<file path="config.mk">
export PLATFORM = sky130hd
export DESIGN_NAME = srfa_front
export DESIGN_NICKNAME = d
export VERILOG_FILES = /design/src/sonar_repulsive_force_accumulator_unit_assert.svh /design/src/srfa_pkg.sv /design/src/srfa_front.sv
export SDC_FILE = /design/constraint.sdc
export NUM_CORES = 1
export LEC_CHECK = 0
export ABC_CLOCK_PERIOD_IN_PS = 5000
export BUFFER_PORTS_ARGS = -buffer_cell sky130_fd_sc_hd__buf_4
export CAP_MARGIN = 20
export CORE_MARGIN = 3
export CORE_UTILIZATION = 50
export CTS_CLUSTER_DIAMETER = 50
export DETAILED_ROUTE_END_ITERATION = 10
export GPL_ROUTABILITY_DRIVEN = 0
export GPL_TIMING_DRIVEN = 0
export MAX_ROUTING_LAYER = met4
export PLACE_DENSITY_LB_ADDON = 0.05
export SYNTH_ARGS = -nofsm -noshare
export SYNTH_HDL_FRONTEND = slang
export SYNTH_SLANG_ARGS = --single-unit
export TNS_END_PERCENT = 100
</file>
<file path="constraint.sdc">
create_clock -name i_clk -period 5 [get_ports i_clk]
set_clock_uncertainty 0.1 [all_clocks]
set_input_delay 1 -clock i_clk [delete_from_list [all_inputs] [get_ports i_clk]]
set_output_delay 1 -clock i_clk [all_outputs]
set_load 0.01 [all_outputs]
</file>
<file path="src/sonar_repulsive_force_accumulator_unit_assert.svh">
// Assertion macros shared by the sonar repulsive force accumulator modules.
// Every module that uses them has ports named i_clk and i_rst_n.
`ifndef SONAR_REPULSIVE_FORCE_ACCUMULATOR_UNIT_ASSERT_SVH
`define SONAR_REPULSIVE_FORCE_ACCUMULATOR_UNIT_ASSERT_SVH

// Same-cycle implication, checked outside reset.
`define SRFA_A_IMP(lbl, ante, cons) \
    lbl: assert property (@(posedge i_clk) disable iff (!i_rst_n) (ante) |-> (cons)) \
        else $error("srfa: same-cycle check failed");

// Next-cycle implication, checked outside reset.
`define SRFA_A_NEXT(lbl, ante, cons) \
    lbl: assert property (@(posedge i_clk) disable iff (!i_rst_n) (ante) |=> (cons)) \
        else $error("srfa: next-cycle check failed");

`endif

</file>
<file path="src/srfa_pkg.sv">
// Package of the sonar repulsive force accumulator: beat types, the job
// passed from front to back, configuration indexes and fixed constants.
package srfa_pkg;

    typedef struct packed {
        logic signed [23:0] robot_x_mm;
        logic signed [23:0] robot_y_mm;
        logic signed [23:0] hit_x_mm;
        logic signed [23:0] hit_y_mm;
        logic [13:0]        range_mm;
        logic               fresh;
        logic               last_of_scan;
    } t_in_item;

    typedef struct packed {
        logic signed [31:0] force_x;
        logic signed [31:0] force_y;
    } t_out_item;

    // One classified reading as the back end sees it.
    typedef struct packed {
        logic signed [24:0] dx;
        logic signed [24:0] dy;
        logic               use_it;
        logic               last;
    } t_job;

    // Live configuration, shared by front and back.
    typedef struct packed {
        logic [15:0] gain;
        logic [13:0] range;
    } t_cfg;

    localparam int CFG_IDX_W  = 1;
    localparam int CFG_DATA_W = 16;
    localparam logic [CFG_IDX_W-1:0] CFG_GAIN  = 1'd0;
    localparam logic [CFG_IDX_W-1:0] CFG_RANGE = 1'd1;
    localparam logic [15:0] GAIN_RESET  = 16'd4915;
    localparam logic [13:0] RANGE_RESET = 14'd800;

    // Readings at or below this range are dropped.
    localparam logic [13:0] MIN_RANGE_MM = 14'd50;

    // Divider numerators: 1000 mm per metre scaled to Q.31 and Q.24.
    localparam logic [40:0] NUM_INV_D = 41'd1000 << 31;
    localparam logic [33:0] NUM_INV_T = 34'd1000 << 24;

endpackage

</file>
<file path="src/srfa_front.sv">
// Front end: takes input beats, forms the position difference and decides
// whether the reading contributes. Uses srfa_pkg.
module srfa_front (
    input  logic              i_clk,
    input  logic              i_rst_n,
    input  srfa_pkg::t_cfg    i_cfg,
    input  logic              i_push,
    input  srfa_pkg::t_in_item i_item,
    output logic              o_full,
    output logic              o_q_push,
    output srfa_pkg::t_job    o_job,
    input  logic              i_q_full
);
    logic           r_vld;
    srfa_pkg::t_job r_job;
    srfa_pkg::t_job job;
    logic           accept, in_window;

    assign o_full   = r_vld && i_q_full;
    assign accept   = i_push && !o_full;
    assign o_q_push = r_vld;
    assign o_job    = r_job;

    always_comb begin
        job.dx = 25'(i_item.hit_x_mm) - 25'(i_item.robot_x_mm);
        job.dy = 25'(i_item.hit_y_mm) - 25'(i_item.robot_y_mm);
        in_window = (i_item.range_mm > srfa_pkg::MIN_RANGE_MM)
                 && (i_item.range_mm < i_cfg.range);
        // Coincident points have no direction and add nothing.
        job.use_it = i_item.fresh && in_window && ((job.dx != '0) || (job.dy != '0));
        job.last   = i_item.last_of_scan;
    end

    always_ff @(posedge i_clk) begin
        if (!i_rst_n) begin
            r_vld <= 1'b0;
        end else if (accept) begin
            r_vld <= 1'b1;
        end else if (!i_q_full) begin
            r_vld <= 1'b0;
        end
    end

    always_ff @(posedge i_clk) begin
        if (accept) begin
            r_job <= job;
        end
    end
endmodule

</file>
# == Yosys cells after proc, flatten, opt, wreduce, memory -nomap -nowiden ==
# Index checks and enable logic that the tools add are counted.
# W data, S select, Z words.
# word_totals
output_inout_bits,54
ff_bits,53
in_bits,146
# classes
n_lt_le_gt_ge,2
n_reduce_logical,9
addsub,2
n_mux,2
n_eq_ne,1
# op_table
cell,count
$reduce_bool A25 Y1,2
$sub A24 B24 Y25,2
$gt A14 B6 Y1 const B,1
$lt A14 B14 Y1,1
$logic_and A1 B1 Y1,5
$mux W1,2
$ne A2 B1 Y1 const B,1
$logic_not A1 Y1,1
$logic_or A1 B1 Y1,1

# == Logic depth before layout (Yosys ltp) ==
# logic_depth
depth_word,4
mapped_depth,12

# == Worst setup path after synthesis ==
# OpenSTA, ideal clock, no wires.
# synth_timing
path_kind,input-to-reg
start,input port i_q_full
end,"register r_job, in the netlist o_job[0], enable pin"
t_required_ns,4.432
setup_slack_ns,0.896
path_buffers,0
cell_stages,2
arrival_time_ns,3.537
setup_time_ns,0.468
path_cell_list,and2_1 > nor2b_1
# synth_via
elab_chain_cells,3
# synth_rtl
element,line_no,rtl
"start, declared",srfa_front.sv:12,input logic i_q_full
$logic_and A1 B1 Y1,srfa_front.sv:19,assign o_full = r_vld && i_q_full;
$logic_not A1 Y1,srfa_front.sv:20,assign accept = i_push && !o_full;
$logic_and A1 B1 Y1,srfa_front.sv:20,
named net accept,srfa_front.sv:17,"logic accept, in_window;"
"end signal, assigned",srfa_front.sv:46,r_job <= job;
"end, declared",srfa_front.sv:15,srfa_pkg::t_job r_job;
# The timed path passes the listed nets, and every way through them passes these cells.
# A chain may end at the register's enable or synchronous reset.

==> flow_summary_export.csv <==
group,metric,value,unit
outcome,run_status,"completed",
yosys,avgSynthCellArea,8.43,um^2
detailed_routing,remaining_number_of_nets_flagged_by_the_antenna_check_after_routing,0,
floorplan,initial_utilization,52.0,%
power,ir_drop,0.136,mV
power,total_leakage_power,3.44,nW
layout,ff_latch_area,1580,um^2
yosys,ys_seq_area_share,29.2,%
yosys,syn_inst,643,
yosys,yosysUniqueCellTypes,62,
power,power.density_cell_area,218,nW/um^2
timing,timing.final.max_slew_violations,0,
placed_design,placed_area,6990,um^2
layout,area.growth.synth_to_final,30.6,%
layout,layout.nets,1043,
yosys,yosys_warnings,0,
yosys,number_of_synthesized_flops_with_an_enable_pin,52,
layout,nFillCells,867,
cts,cts_tree,"yes",
cts,clock-sinks,53,
placed_design,port_buffers,183,
setup_path,setup.worst_path.start_class,"input pin",
global_route,pin_count_of_the_biggest_net_entering_global_routing,36,
layout,finalInstanceArea,7080,um^2
floorplan,height_of_the_die,110,um
cts,cts_buffer_depth,2,
min_path,worst_min_delay_path_class,"register to register",
timing,tightestPinTransition,0.735,ns
timing,max_freq,224,MHz
detailed_routing,finalWirelength,15.6,mm
timing,grt_setup_unrepaired,"false",
cts,clkSlewWorstSetupHoldPaths,0.10,ns
detailed_routing,dr.pass1.iters,5,
global_route,via_count_of_the_first_global_routing_pass,5045,
timing,timing.final.crit_share,89.4,%
placed_design,place_hpwl,12.8,mm
cts,postCtsResizedCells,0,
global_route,grt-ovfl-total,0,
floorplan,placementRows,37,
layout,final_core_util,67.9,%
floorplan,chipWidth,110,um
cts,post_cts_buffers,0,
setup_path,worst-setup-path-type,"input pin to register",
yosys,netlist.top_cell.by_area,"sky130_fd_sc_hd__edfxtp_1",
power,p_total,1.54,mW
cts,cts_hold_buf,0,
yosys,synth_top_area_share,28.8,%
yosys,synth.net_count,852,
yosys,netlist_area,5420,um^2
global_route,antenna_found_initial,0,
run,cap_violations,0,
cts,insertion_delay,0.32,ns
layout,antenna_cells_inserted,0,
global_route,global_route_wire_length_before_repair,23.6,mm
layout,layout-drive-gt1-share,25.6,%
detailed_routing,routed-via-count,5703,
layout,multiInputGateArea,3420,um^2
setup_path,crit_path_top_delay_cell,"sky130_fd_sc_hd__a2111oi_1",
setup_path,critical_path_end_type,"register",
timing,maxSlewHeadroom,50.5,%
floorplan,ioPinCount,200,
timing,setup_viol,0,
detailed_routing,detailed_route_drc_error_count,0,
timing,finalCriticalPeriod,4.47,ns
setup_path,critical-path-max-stage-delay,0.68,ns
cts,numCtsBuffers,5,
setup_path,crit_required,4.96,ns
detailed_routing,drt-wirelength-per-cell,16.1,um
floorplan,fp.coreArea,10400,um^2
yosys,yosys_most_used_dff,"sky130_fd_sc_hd__edfxtp_1",
yosys,synth-seq-cells,53,
detailed_routing,detailedRoute.firstIterationViolations,407,
cts,cts-root-buf,"sky130_fd_sc_hd__clkbuf_8",
floorplan,die_area,12100,um^2
yosys,synth_async_sr_flop_share,0,%
cts,cts_htree_levels,2,
setup_path,worstPathArrival,4.43,ns
setup_path,worstPathMaxFanout,6,
detailed_routing,drt-vias-per-instance,5.87,
setup_path,critical_path.cell_chain,"buf_4, inv_1, ha_1, fa_1, nor2b_1, o2111ai_1, a21boi_1, o31a_1, o21ai_0, a2111oi_1, nand4b_1, nor4_1, nor2_1",
timing,final_hold_viol_count,0,
yosys,netlist_top_cells_area,"sky130_fd_sc_hd__edfxtp_1, sky130_fd_sc_hd__ha_1, sky130_fd_sc_hd__inv_1",
global_route,grt_usage,25.2,%
## final cells by class
type / count / area share, %
Inverter: 94 / 4.99
Tap cell: 136 / 2.40
Clock inverter: 3 / 0.248
Timing Repair Buffer: 184 / 19.7
Sequential cell: 53 / 22.3
Multi-Input combinational cell: 481 / 48.4
Buffer: 15 / 0.972
Clock buffer: 5 / 0.972
## worst max-delay path, delay by kind of cell
kind	cells	cell delay, ns
compound gates	5	1.80
fa+ha+maj	2	0.63
buf+inv	2	0.11
simple gates	4	0.90
## cell usage in the layout, fill, tap and decap left out, types with 11 or more instances in the layout
| master | netlist | layout |
|---|---|---|
| sky130_fd_sc_hd__a21oi_1 | 51 | 51 |
| sky130_fd_sc_hd__a21o_1 | 23 | 23 |
| sky130_fd_sc_hd__nand4_1 | 11 | 11 |
| sky130_fd_sc_hd__a211oi_1 | 13 | 13 |
| sky130_fd_sc_hd__nand3_1 | 12 | 12 |
| sky130_fd_sc_hd__ha_1 | 61 | 61 |
| sky130_fd_sc_hd__buf_4 | 0 | 183 |
| sky130_fd_sc_hd__xnor2_1 | 13 | 13 |
| sky130_fd_sc_hd__and2_1 | 15 | 15 |
| sky130_fd_sc_hd__nand2_1 | 40 | 40 |
| sky130_fd_sc_hd__o21ai_0 | 24 | 24 |
| sky130_fd_sc_hd__edfxtp_1 | 52 | 52 |
| sky130_fd_sc_hd__nor3_1 | 19 | 19 |
| sky130_fd_sc_hd__nor2_1 | 39 | 39 |
| sky130_fd_sc_hd__and3_1 | 11 | 11 |
| sky130_fd_sc_hd__inv_1 | 94 | 94 |
## flip-flops by register name, indices dropped and copies added (netlist names)
name      count
o_job        52
o_q_push      1
## path summary, 6_finish.rpt
kind	from	endpoint	slack (ns)	cells past startpoint
worst min register to register	o_q_push$_SDFFE_PN0P_	o_q_push$_SDFFE_PN0P_	0.64	2
worst max-delay path	i_item[16]	o_job[1]$_DFFE_PP_	0.53	13
worst max register to register	o_q_push$_SDFFE_PN0P_	o_job[14]$_DFFE_PP_	3.26	3
worst min-delay path	o_q_push$_SDFFE_PN0P_	o_q_push$_SDFFE_PN0P_	0.64	2
## stage by stage
step	setup slack (ns)	setup TNS, ns	instances	hold slack [ns]
2_1_floorplan	0.896	0	643	0.612
3_3_place_gp	-0.300	-15.37	962	0.545
3_5_place_dp	0.320	0	963	0.639
4_1_cts	0.662	0	971	0.654
5_1_grt	0.323	0	971	0.666
6_report	0.529	0	971	0.643
## logic make-up after synthesis
| logic type | synth area share (%) |
|---|---|
| AND/OR/NAND/NOR | 20.0 |
| buffers and inverters | 7.78 |
| XOR/XNOR | 2.91 |
| flip-flops | 29.2 |
| multiplexers | 0.739 |
| AO/OA/AOI/OAI | 24.6 |
| adder cells (fa/ha/maj) | 14.8 |
## metal layers
layer	GRT usage (%)	part of all wire, %
met1	34.3	43
met2	39.5	46
met3	4.54	10
met4	5.63	1.4
met5	-	0
## power by group
part	internal (mW)	switching, mW
sequential	0.564	0.0180
clock	0.0973	0.157
combinational	0.322	0.385
## cell usage after synthesis (3+ instances only)
master	instances
sky130_fd_sc_hd__inv_1	94
sky130_fd_sc_hd__ha_1	61
sky130_fd_sc_hd__edfxtp_1	52
sky130_fd_sc_hd__a21oi_1	51
sky130_fd_sc_hd__nand2_1	40
sky130_fd_sc_hd__nor2_1	39
sky130_fd_sc_hd__o21ai_0	24
sky130_fd_sc_hd__a21o_1	23
sky130_fd_sc_hd__nor3_1	19
sky130_fd_sc_hd__and2_1	15
sky130_fd_sc_hd__a211oi_1	13
sky130_fd_sc_hd__xnor2_1	13
sky130_fd_sc_hd__nand3_1	12
sky130_fd_sc_hd__and3_1	11
sky130_fd_sc_hd__nand4_1	11
sky130_fd_sc_hd__nor2b_1	11
sky130_fd_sc_hd__clkbuf_1	10
sky130_fd_sc_hd__o2111ai_1	8
sky130_fd_sc_hd__o21a_1	8
sky130_fd_sc_hd__or3_1	8
sky130_fd_sc_hd__a211o_1	7
sky130_fd_sc_hd__o211ai_1	7
sky130_fd_sc_hd__a311oi_1	6
sky130_fd_sc_hd__a31oi_1	6
sky130_fd_sc_hd__nor4_1	6
sky130_fd_sc_hd__o311ai_0	6
sky130_fd_sc_hd__nand3b_1	5
sky130_fd_sc_hd__or2_2	5
sky130_fd_sc_hd__xor2_1	5
sky130_fd_sc_hd__buf_2	4
sky130_fd_sc_hd__mux2i_1	4
sky130_fd_sc_hd__nand2b_1	4
sky130_fd_sc_hd__o211a_1	4
sky130_fd_sc_hd__o22ai_1	4
sky130_fd_sc_hd__or4_1	4
sky130_fd_sc_hd__a221oi_1	3
sky130_fd_sc_hd__a31o_2	3
sky130_fd_sc_hd__nor3b_1	3
sky130_fd_sc_hd__o311a_1	3
sky130_fd_sc_hd__o31a_1	3
sky130_fd_sc_hd__or4b_2	3
No activity file was read; power rests on OpenSTA's default activity.
