$ cat config.mk
export PLATFORM = sky130hd
export DESIGN_NAME = srfa_queue
export DESIGN_NICKNAME = d
export VERILOG_FILES = /design/src/srfa_queue.sv
export VERILOG_INCLUDE_DIRS = /design/src /design/src/src
export SDC_FILE = /design/constraint.sdc
export NUM_CORES = 1
export LEC_CHECK = 0
export BUFFER_PORTS_ARGS = -buffer_cell sky130_fd_sc_hd__buf_2
export CAP_MARGIN = 20
export CORE_MARGIN = 10
export CORE_UTILIZATION = 35
export DETAILED_ROUTE_END_ITERATION = 10
export GPL_TIMING_DRIVEN = 0
export PLACE_DENSITY = 0.54
export RECOVER_POWER = 50
export SYNTH_ARGS = -nofsm -noshare
export SYNTH_HDL_FRONTEND = slang
export SYNTH_SLANG_ARGS = --single-unit
$ cat constraint.sdc
create_clock -name i_clk -period 2 [get_ports i_clk]
set_clock_uncertainty 0.1 [all_clocks]
set_input_delay 0.1 -clock i_clk [delete_from_list [all_inputs] [get_ports i_clk]]
set_output_delay 0.1 -clock i_clk [all_outputs]
set_load 0.05 [all_outputs]
$ cat src/sonar_repulsive_force_accumulator_unit_assert.svh
// Assertion macros shared by the sonar repulsive force accumulator modules.
// Every module that uses them has ports named i_clk and i_rst_n.
`ifndef SONAR_REPULSIVE_FORCE_ACCUMULATOR_UNIT_ASSERT_SVH
`define SONAR_REPULSIVE_FORCE_ACCUMULATOR_UNIT_ASSERT_SVH

// Same-cycle implication, checked outside reset.
`define SRFA_A_IMP(lbl, ante, cons) \
    lbl: assert property (@(posedge i_clk) disable iff (!i_rst_n) (ante) |-> (cons)) \
        else $error("srfa: same-cycle check failed");

// Next-cycle implication, checked outside reset.
`define SRFA_A_NEXT(lbl, ante, cons) \
    lbl: assert property (@(posedge i_clk) disable iff (!i_rst_n) (ante) |=> (cons)) \
        else $error("srfa: next-cycle check failed");

`endif

$ cat src/srfa_queue.sv
// Small synchronous queue with full and empty flags.
// Depends on nothing but the shared assertion header.
`include "sonar_repulsive_force_accumulator_unit_assert.svh"
module srfa_queue #(
    parameter int W     = 8,
    parameter int DEPTH = 2
) (
    input  logic         i_clk,
    input  logic         i_rst_n,
    input  logic         i_push,
    input  logic [W-1:0] i_data,
    output logic         o_full,
    input  logic         i_pop,
    output logic [W-1:0] o_data,
    output logic         o_empty
);
    localparam int AW = (DEPTH > 1) ? $clog2(DEPTH) : 1;
    localparam int CW = $clog2(DEPTH + 1);

    logic [W-1:0]  r_mem [DEPTH];
    logic [AW-1:0] r_wr, r_rd;
    logic [CW-1:0] r_cnt;
    logic          do_push, do_pop;

    assign o_full  = (r_cnt == CW'(DEPTH));
    assign o_empty = (r_cnt == '0);
    assign do_push = i_push && !o_full;
    assign do_pop  = i_pop && !o_empty;
    assign o_data  = r_mem[r_rd];

    always_ff @(posedge i_clk) begin
        if (!i_rst_n) begin
            r_wr  <= '0;
            r_rd  <= '0;
            r_cnt <= '0;
        end else begin
            if (do_push) begin
                r_wr <= (r_wr == AW'(DEPTH - 1)) ? '0 : r_wr + 1'b1;
            end
            if (do_pop) begin
                r_rd <= (r_rd == AW'(DEPTH - 1)) ? '0 : r_rd + 1'b1;
            end
            if (do_push && !do_pop) begin
                r_cnt <= r_cnt + 1'b1;
            end else if (do_pop && !do_push) begin
                r_cnt <= r_cnt - 1'b1;
            end
        end
    end

    always_ff @(posedge i_clk) begin
        if (do_push) begin
            r_mem[r_wr] <= i_data;
        end
    end

    `SRFA_A_IMP(a_cnt_bound, 1'b1, r_cnt <= CW'(DEPTH))
    `SRFA_A_NEXT(a_cnt_up, do_push && !do_pop, r_cnt == $past(r_cnt) + 1'b1)
    `SRFA_A_NEXT(a_cnt_down, do_pop && !do_push, r_cnt == $past(r_cnt) - 1'b1)
endmodule

# [Word-level counts from Yosys, hierarchy flattened]
# Memories as Yosys holds them, arrays and structs flattened. A register that Yosys moved wholly into a read port is not among the register bits.
# Cells that the tools add are included.
[totals] register_bits=4 memories=1 mem_bits_rw=16 wordCells=27 mem_bits_ro=0 output_inout_bits=10 input_bits=12 latchBits=0
[op_classes] n_bitwise=0 n_mux=8 n_lt_le_gt_ge=0 n_shift=0 eq_ne=1 div_mod_pow=0 multipliers=0 add_sub_neg=4 n_reduce_logical=10
[memory_table] name="r_mem" words=2 width=8 rd=1 rd_clocked_by_memory_dff=1 write_ports=1 line="srfa_queue.sv:20" text="logic [W-1:0] r_mem [DEPTH];"
[ops] op="$mux W1" n=6
[ops] op="$logic_and A1 B1 Y1" n=4
[ops] op="$logic_not A1 Y1" n=4
[ops] op="$mux W2" n=2
[ops] op="$add A1 B1 Y1 const B" n=2
[ops] op="$add A2 B1 Y2 const B" n=1
[ops] op="$eq A2 B2 Y1 const B" n=1
[ops] op="$logic_not A2 Y1" n=1
[ops] op="$reduce_bool A2 Y1" n=1
[ops] op="$sub A2 B1 Y2 const B" n=1

# [Depth between registers and ports, before layout]
# Gate-level depths: netlist (run 1).
[logic_depth] ltp_word=7 ltp_mapped=7

# [Least setup slack after synthesis (run 1)]
# OpenSTA, ideal clock, no wires.
[synth_timing] path_type="register to register" start="reg r_cnt[0]" end="reg r_cnt[1]" required_ns=1.830 n_path_buf=0 path_stages_with_launch=7 synth_period_minus_slack_ns=1.729 setup_ns=0.070 arrival_time_ns=1.559 path_slack_ns=0.271 path_cell_list="dfxtp_1 > nand2b_1 > inv_2 > nor2_1 > ha_1 > or3_1 > a21boi_1"
[synth_between] elab_chain_len=6 elab_cells_between_ends=15 cone_classes="2 x add/sub; 1 x eq/ne; 2 x mux; 10 x reduce/logical"
[synth_lines] item="start: declaration" line="srfa_queue.sv:22" text="logic [CW-1:0] r_cnt;"
[synth_lines] item="start signal: assignment" line="srfa_queue.sv:44" text="r_cnt <= r_cnt + 1'b1;"
[synth_lines] item="start signal: assignment" line="srfa_queue.sv:46" text="r_cnt <= r_cnt - 1'b1;"
[synth_lines] item="$eq A2 B2 Y1 (*)" line="srfa_queue.sv:25" text="assign o_full = (r_cnt == CW'(DEPTH));"
[synth_lines] item="net o_full" line="srfa_queue.sv:12" text="output logic o_full,"
[synth_lines] item="$logic_not A1 Y1 (*)" line="srfa_queue.sv:27" text="assign do_push = i_push && !o_full;"
[synth_lines] item="$logic_and A1 B1 Y1 (*)" line="srfa_queue.sv:27"
[synth_lines] item="$logic_not A1 Y1" line="srfa_queue.sv:45" text="end else if (do_pop && !do_push) begin"
[synth_lines] item="$logic_and A1 B1 Y1" line="srfa_queue.sv:45"
[synth_lines] item="$reduce_bool A2 Y1 (no source line)"
# Mark *: on every way through the listed nets, which the timed path passes. The rest lies on a longest branch. The select of a mux whose other input is x is not followed.
# A chain may end at the register's enable or synchronous reset.

# [Final worst setup path (run 1)]
[layout_timing] start="reg r_cnt[0]" end="mem r_mem[0][2] (enable)"
[layout_between] elab_chain_len=5
[layout_lines] item="$eq A2 B2 Y1" line="srfa_queue.sv:25"
[layout_lines] item="$logic_not A1 Y1" line="srfa_queue.sv:27"
[layout_lines] item="$logic_and A1 B1 Y1" line="srfa_queue.sv:27"
[layout_lines] item="$mux W1" line="srfa_queue.sv:52" text="if (do_push) begin"
[layout_lines] item="$mux W1 (not written as such)" line="srfa_queue.sv:53" text="r_mem[r_wr] <= i_data;"
[layout_lines] item="end: declaration" line="srfa_queue.sv:20"
# Every way passes these cells.

==> results of run 1 <==
[final cells by class]
| cell class | instances | area share (%) |
|---|---|---|
| clock buffer | 4 | 2.49 |
| sequential | 21 | 55.0 |
| tap | 28 | 3.32 |
| timing repair buffer | 30 | 17.5 |
| inverter | 2 | 0.711 |
| buffer | 1 | 0.474 |
| multi-input combinational | 26 | 20.5 |
[flip-flops by register name, indices dropped and copies added (netlist names), named ones only]
signal  flops
r_mem      16
r_cnt       2
r_rd        1
r_wr        1
[critical path, cell delays in order, from the launching register on]
cell      delay [ns]
dfxtp_1         0.43
nand2b_1        0.18
inv_2           0.06
nor3_2          0.57
[power groups by stage]
stage	clock (uW)	combinational, uW	sequential [uW]
2_1_floorplan	0	505	595
4_1_cts	207	648	594
5_1_grt	222	680	603
6_report	198	627	594
3_5_place_dp	0	633	603
3_3_place_gp	0	622	600
[kinds of logic (layout without fill, tap and decap cells)]
group	Yosys count	after routing
AOI/OAI and AO/OA	5	5
xor gates and xnor gates	3	3
adders and majority gates	1	1
buffers and inverters	3	37
DFF	21	21
muxes	8	8
and+or+nand+nor	9	9
[metal layers]
metal	track usage (%)	up-vias	share of wire (%)
li1	-	253	-
met1	7.68	246	39
met2	11.0	11	51
met3	3.10	2	9.3
met4	3.77	0	0.87
met5	0	-	0
[stage by stage]
step           hold slack, ns  total power [uW]  utilization [%]  setup slack (ns)
2_1_floorplan          0.0989              1100                -             0.271
3_3_place_gp            0.189              1220             42.9             0.308
3_5_place_dp            0.193              1240             42.9             0.289
4_1_cts                0.0608              1450             48.2             0.259
5_1_grt                0.0658              1510             47.7             0.191
6_report               0.0686              1420             47.7             0.293
[synthesized netlist by cell type]
cell / number / area share, %
o21ai_1: 1 / 0.62
o21ai_0: 1 / 0.62
o21a_1: 1 / 0.93
inv_2: 1 / 0.46
ha_1: 1 / 1.5
nor2_1: 2 / 0.93
inv_1: 1 / 0.46
or3_1: 1 / 0.77
and2_1: 3 / 2.3
mux2_2: 8 / 11
nand2b_1: 1 / 0.77
nor3_2: 1 / 1.2
dfxtp_1: 5 / 12
xnor2_1: 2 / 2.2
a21boi_1: 1 / 0.93
edfxtp_1: 16 / 59
a21boi_0: 1 / 0.93
and3_1: 1 / 0.77
xor2_1: 1 / 1.1
buf_2: 1 / 0.62
[worst min path at each step]
stage | from | endpoint | slack (ns) | cells past startpoint
CTS | i_push | r_wr$_SDFFE_PN0N_ | 0.06 | 3
global placement | i_data[4] | r_mem[0][4]$_DFFE_PP_ | 0.19 | 1
detailed placement | i_data[4] | r_mem[0][4]$_DFFE_PP_ | 0.19 | 1
floorplan | i_data[0] | r_mem[0][0]$_DFFE_PP_ | 0.1 | 0
finish | i_push | r_wr$_SDFFE_PN0N_ | 0.07 | 3
global route | i_push | r_wr$_SDFFE_PN0N_ | 0.07 | 3
==> impl_metrics.py, run 1 <==
metrics = {
    "power": {
        "peakVddDrop_v": 0.000694,
        "pwr_density_cell_mw_per_mm2": 1340,
        "power_leakage_uw": 0.000398,
        "internal_power_uw": 831,
        "switching_share_pct": 41.4,
        "combPwrFrac_pct": 44.2,
        "pwr-share-clk_pct": 13.9,
        "p_sw_uw": 587,
        "seqPwrFrac_pct": 41.9,
    },
    "global_routing": {
        "grt_first_pass_wirelength_mm": 2.42,
        "antenna_found_initial": 0,
        "overflow": 0,
        "grt_pass1_vias": 548,
        "grt_util_all_layers_pct": 6.97,
        "grt_max_degree": 12,
    },
    "clock_tree": {
        "cts_max_path_buffers": 2,
        "cts.reportedPaths.clkPinSlew_ns": 0.11,
        "tritoncts": "yes",
        "clkSinkCount": 21,
        "cts_setup_buffers": 0,
        "cts_buffers": 3,
        "htree_levels": 1,
        "postCtsHoldBufs": 9,
        "cts_resized": 0,
        "root_buffer": "clkbuf_4",
        "clk_latency_ns": 0.29,
    },
    "sta": {
        "rsz0062_at_grt": "no",
        "min_period_ns": 1.71,
        "fin_tns_setup_ns": 0,
        "worst_pin_slew_ns": 0.752,
        "max_slew_margin_pct": 49.6,
        "setup_viol": 0,
        "fmax_mhz": 586,
        "hold_viol_final": 0,
        "drv_slew": 0,
        "finalCritPeriodShare_pct": 85.4,
    },
    "placed_design": {
        "portBuffers": 21,
        "globalplace.congestion": 0.670,
        "dp.cells": 99,
        "dp_hpwl_mm": 1.10,
        "dpl_cell_area_um2": 950,
    },
    "critical_path": {
        "r2r_cells": 3,
        "crit_path_max_fanout": 9,
        "r2r-start": "r_cnt[0]$_SDFFE_PN0P_",
        "end_kind": "flip-flop",
        "r2r_end": "r_mem[0][2]$_DFFE_PP_",
        "reg2reg_slack_ns": 0.29,
        "crit_path_start_kind": "flip-flop",
        "critical_path_class": "flip-flop to flip-flop",
        "worstSetupStartpoint": "r_cnt[0]$_SDFFE_PN0P_",
        "crit_arrival_ns": 1.54,
        "critPathCapture": "r_mem[0][2]$_DFFE_PP_",
        "crit_required_ns": 1.83,
    },
    "min_path": {
        "hp-class": "input port to flip-flop",
    },
    "die": {
        "fp.dieArea_mm2": 0.00464,
        "die_w_um": 68.1,
        "core_region_area_mm2": 0.00221,
        "die_h_um": 68.1,
        "placementRows": 17,
        "io_pins": 22,
        "start_util_pct": 36.6,
    },
    "synth": {
        "synth-seq-cells": 21,
        "syn_area_um2": 810,
        "yosys_warnings": 0,
        "synth_compound_area_share_pct": 4.02,
        "syn_inst": 50,
        "synth_top_family_by_area": "multiplexers",
        "yosys.area_share.simple_pct": 6.80,
        "synth_mux_area_share_pct": 11.1,
        "synth_adder_area_share_pct": 1.55,
        "synthXorXnorAreaFrac_pct": 3.25,
        "syn_nets": 63,
        "avgSynthCellArea_um2": 16.2,
        "ys_types": 20,
        "seq_area_frac_synth_pct": 71.7,
    },
    "finish": {
        "final_common_cell": "edfxtp_1",
        "syn2layout_area_growth_pct": 30.4,
        "multi_input_comb_area_um2": 216,
        "ff_latch_area_um2": 581,
        "final_area_mm2": 0.00106,
        "fin_cells": 112,
        "n_fill_cell": 217,
        "nets": 98,
        "drive_above_1_share_pct": 32.1,
        "layout_common_cells": "edfxtp_1 (16), buf_2 (13), clkbuf_1 (9), dlygate4sd3_1 (9), mux2_2 (8)",
        "antenna_cells": 0,
    },
    "drt": {
        "vias_per_cell": 4.57,
        "wl_per_cell_um": 13.4,
        "antenna_left": 0,
        "drc_errors": 0,
        "vias": 512,
        "drt_iter0_drc": 8,
        "drtPass1Iterations": 3,
        "totalWireLength_mm": 1.50,
    },
    "job": {
        "cap_viol_max_count": 0,
    },
    "run_status": {
        "status": "complete, no violations",
    },
}
(Power assumes the default switching activity.)
==> inputs of run 2 (changes only) <==
--- a/constraint.sdc
+++ b/constraint.sdc
@@ -4,2 +4,2 @@
 set_output_delay 0.1 -clock i_clk [all_outputs]
-set_load 0.05 [all_outputs]
+set_load 0.1 [all_outputs]
==> run 2 against run 1 <==
  * Cell area is 0.24% higher
  * Critical path depth unchanged
  * Via count down 0.39%
  * Global-route usage is the same
==> impl_metrics.py, run 2 (synthesis results as in run 1) <==
metrics = {
    "drt": {
        "wl_per_cell_um": 13.5,
        "antenna_left": 0,
        "vias_per_cell": 4.55,
        "vias": 510,
        "drc_errors": 0,
        "totalWireLength_mm": 1.51,
        "drt_iter0_drc": 9,
        "drtPass1Iterations": 2,
    },
    "placed_design": {
        "portBuffers": 21,
        "dp.cells": 99,
        "globalplace.congestion": 0.670,
        "dp_hpwl_mm": 1.10,
    },
    "global_routing": {
        "top_usage_layer": "met2",
        "grt_use_met2_pct": 11.0,
        "grt_first_pass_wirelength_mm": 2.42,
        "grt_util_all_layers_pct": 6.97,
        "antenna_found_initial": 0,
        "gr-usage-met3_pct": 3.10,
        "grt_max_degree": 12,
        "overflow": 0,
        "grt_pass1_vias": 548,
        "met1_usage_pct": 7.68,
    },
    "sta": {
        "rsz0062_at_grt": "no",
        "drv_slew": 0,
        "finalCritPeriodShare_pct": 85.7,
        "setup_viol": 0,
        "worst_pin_slew_ns": 0.773,
        "min_period_ns": 1.71,
        "hold_viol_final": 0,
        "max_slew_margin_pct": 48.2,
        "fmax_mhz": 583,
        "fin_tns_setup_ns": 0,
    },
    "finish": {
        "layout_common_cells": "edfxtp_1 (16), buf_2 (14), dlygate4sd3_1 (9)",
        "nets": 98,
        "fin_cells": 112,
        "largestRegisters": "r_mem (16), r_cnt (2)",
        "n_fill_cell": 215,
        "largest_register_ffs": 16,
        "postLayoutCoreUtil_pct": 47.9,
        "largest-register": "r_mem",
        "syn2layout_area_growth_pct": 30.8,
        "final_common_cell": "edfxtp_1",
        "antenna_cells": 0,
        "drive_above_1_share_pct": 34.5,
    },
    "critical_path": {
        "crit_arrival_ns": 1.55,
        "end_kind": "flip-flop",
        "crit_required_ns": 1.84,
        "crit_path_max_fanout": 9,
        "crit_path_start_kind": "flip-flop",
        "critical_path_class": "flip-flop to flip-flop",
    },
    "die": {
        "fp.dieArea_mm2": 0.00464,
        "die_w_um": 68.1,
        "core_region_area_mm2": 0.00221,
        "start_util_pct": 36.6,
        "placementRows": 17,
        "die_h_um": 68.1,
        "io_pins": 22,
    },
    "min_path": {
        "hp-class": "input port to flip-flop",
    },
    "clock_tree": {
        "clkSinkCount": 21,
        "cts.reportedPaths.clkPinSlew_ns": 0.11,
        "root_buffer": "clkbuf_4",
        "htree_levels": 1,
        "cts_max_path_buffers": 2,
        "cts_buffers": 3,
        "tritoncts": "yes",
        "clk_latency_ns": 0.29,
    },
    "run_status": {
        "status": "complete, no violations",
    },
    "job": {
        "cap_viol_max_count": 0,
    },
}
==> run 2: per-stage QoR <==
stage	hold WS [ns]	setup slack, ns	area [um2]
3_3_place_gp	0.189	0.308	950
2_1_floorplan	0.0989	0.0944	810
4_1_cts	0.0608	0.259	1070
3_5_place_dp	0.193	0.289	950
5_1_grt	0.0658	0.193	1060
6_report	0.0730	0.285	1060
==> run 2: layer usage <==
layer / routed length [um] / part of all wire [%]
met5: 0 / 0
met4: 9 / 0.59
met3: 133 / 8.8
met2: 785 / 52
met1: 586 / 39
==> run 2: cell type report <==
| class | instances | area (um2) | share of cell area, % |
|---|---|---|---|
| Tap cell | 28 | 35.0 | 3.31 |
| Clock buffer | 4 | 26.3 | 2.48 |
| Multi-Input combinational cell | 26 | 216 | 20.4 |
| Inverter | 2 | 7.51 | 0.709 |
| Buffer | 1 | 5.00 | 0.473 |
| Sequential cell | 21 | 581 | 54.8 |
| Timing Repair Buffer | 30 | 188 | 17.7 |
==> run 2: final timing paths <==
path                              start                     to  slack [ns]  cells past startpoint
hold reg to reg   r_cnt[1]$_SDFFE_PN0P_  r_cnt[1]$_SDFFE_PN0P_        0.45                      2
setup / recovery  r_cnt[0]$_SDFFE_PN0P_  r_mem[0][5]$_DFFE_PP_        0.29                      3
setup reg to reg  r_cnt[0]$_SDFFE_PN0P_  r_mem[0][5]$_DFFE_PP_        0.29                      3
hold / removal                   i_push      r_wr$_SDFFE_PN0N_        0.07                      3
==> run 2: what timing repair did <==
| item | in CTS | in global routing |
|---|---|---|
| endpoints found under the hold margin | 21 | 0 |
| buffers inserted | 0 | 0 |
| resized for setup | 0 | 0 |
| hold buffers | 9 | 0 |
==> run 2: critical path, stage by stage (launching register included) <==
cell and delay, ns:
dfxtp_1 0.43, nand2b_1 0.18, inv_2 0.06, nor3_2 0.58
Power of run 2 is not shown: default switching activity piles up to over one toggle a cycle in this logic, so the estimate is an artifact.
==> inputs of run 3 (changes only) <==
- GPL_TIMING_DRIVEN: 0 -> not set
==> run 3 against run 2 <==
  * Routed wire length fell by 1.3%
  * First-iteration DRC count increased by 56%
  * Via count fell by 1.2%
  * Critical path depth down 1
  * Clock-buffer cell count down 1
  * Flip-flop and latch count unchanged
  * Worst hold slack lost 0.021 ns
  * Register-to-register slack about the same
  * Final cell count did not move
  * Non-clock buffer count unchanged
==> impl_metrics.py, run 3 (synthesis results as in run 1) <==
metrics = {
    "run_status": {
        "status": "complete, no violations",
    },
    "drt": {
        "wl_per_cell_um": 13.3,
        "drt_iter0_drc": 14,
        "drc_errors": 0,
        "vias_per_cell": 4.50,
        "antenna_left": 0,
        "drtPass1Iterations": 3,
        "totalWireLength_mm": 1.49,
        "vias": 504,
    },
    "clock_tree": {
        "cts_max_path_buffers": 2,
        "tritoncts": "yes",
        "cts_buffers": 3,
        "cts.reportedPaths.clkPinSlew_ns": 0.11,
        "htree_levels": 1,
        "root_buffer": "clkbuf_4",
        "cts_resized": 0,
        "clkSinkCount": 21,
        "clk_latency_ns": 0.30,
    },
    "global_routing": {
        "grt_use_met2_pct": 11.0,
        "grt_util_all_layers_pct": 7.24,
        "gr-usage-met3_pct": 3.43,
        "top_usage_layer": "met2",
        "met1_usage_pct": 8.28,
        "overflow": 0,
        "grt_max_degree": 13,
        "antenna_found_initial": 0,
        "grt_pass1_vias": 521,
        "grt_first_pass_wirelength_mm": 2.46,
    },
    "placed_design": {
        "portBuffers": 21,
        "dp_hpwl_mm": 1.13,
        "globalplace.congestion": 0.675,
    },
    "critical_path": {
        "crit_required_ns": 1.80,
        "cp_top_family": "flip-flops",
        "crit_arrival_ns": 1.53,
        "crit_path_max_fanout": 8,
        "cp.buffers_inverters": 1,
        "cp_slowest_stage_delay_ns": 0.56,
        "cp_cell_sequence": "mux2_2 -> buf_2",
        "end_kind": "primary output",
        "crit_path_start_kind": "flip-flop",
        "critical_path_class": "flip-flop to primary output",
        "cp_slowest_cell": "dfxtp_1",
    },
    "sta": {
        "fmax_mhz": 578,
        "finalCritPeriodShare_pct": 86.5,
        "hold_viol_final": 0,
        "worst_pin_slew_ns": 0.500,
        "rsz0062_at_grt": "no",
        "setup_viol": 0,
        "min_period_ns": 1.73,
        "fin_tns_setup_ns": 0,
        "max_slew_margin_pct": 66.7,
        "drv_slew": 0,
    },
    "finish": {
        "largestRegisters": "r_mem (16), r_cnt (2)",
        "largest-register": "r_mem",
        "layout_common_cells": "edfxtp_1 (16), buf_2 (15), dlygate4sd3_1 (9)",
        "final_common_cell": "edfxtp_1",
        "syn2layout_area_growth_pct": 30.8,
        "antenna_cells": 0,
        "nets": 98,
        "drive_above_1_share_pct": 33.3,
        "largest_register_ffs": 16,
    },
    "die": {
        "io_pins": 22,
        "start_util_pct": 36.6,
        "placementRows": 17,
        "die_w_um": 68.1,
        "fp.dieArea_mm2": 0.00464,
        "die_h_um": 68.1,
        "core_region_area_mm2": 0.00221,
    },
    "job": {
        "cap_viol_max_count": 0,
    },
    "min_path": {
        "hp-class": "input port to flip-flop",
    },
}
-- run 3: changes by cell type in the layout (fill, tap and decap cells not counted), sizes merged --
cell and change:
buf +1, clkbuf -2, clkinv +1
-- run 3: area by class of cell --
class                           instances  area, um2
Fill cell                             219       1150
Sequential cell                        21        581
Multi-Input combinational cell         26        216
Timing Repair Buffer                   31        191
Tap cell                               28       35.0
Clock buffer                            3       22.5
Inverter                                2       7.51
Clock inverter                          1       5.00
-- run 3: worst min-delay path: cells and delay by family --
kind	cells	cell delay, ns
compound gates	2	0.23
buf+inv	1	0.09
-- run 3: final timing paths --
check                         from                    end  slack [ns]  cells past startpoint
min                         i_push      r_wr$_SDFFE_PN0N_        0.05                      3
max reg2reg  r_cnt[1]$_SDFFE_PN0P_  r_cnt[1]$_SDFFE_PN0P_        0.30                      4
min reg2reg  r_cnt[1]$_SDFFE_PN0P_  r_cnt[1]$_SDFFE_PN0P_        0.44                      2
max                      flip-flop              o_data[6]        0.27                      2
-- run 3: through the flow --
step / util, % / setup slack (ns) / hold slack [ns] / instances / area, um2
floorplan: - / 0.0944 / 0.0989 / 50 / 810
global placement: 43.0 / 0.406 / 0.189 / 99 / 952
detailed placement: 43.0 / 0.308 / 0.193 / 99 / 952
CTS: 48.4 / 0.228 / 0.0459 / 112 / 1070
global route: 47.9 / 0.127 / 0.0518 / 112 / 1060
finish: 47.9 / 0.270 / 0.0521 / 112 / 1060
-- run 3: timing repair --
action                                 in CTS  in global routing
endpoints found under the hold margin      21                  0
hold buffers                                9                  0
setup buffers                               0                  0
-- run 3: per-layer routing --
metal	up-vias	part of all wire [%]
met1	239	40
met2	13	51
met4	0	1.1
li1	250	-
met5	-	0
met3	2	8.1
Power of run 3 is left out for the same reason.
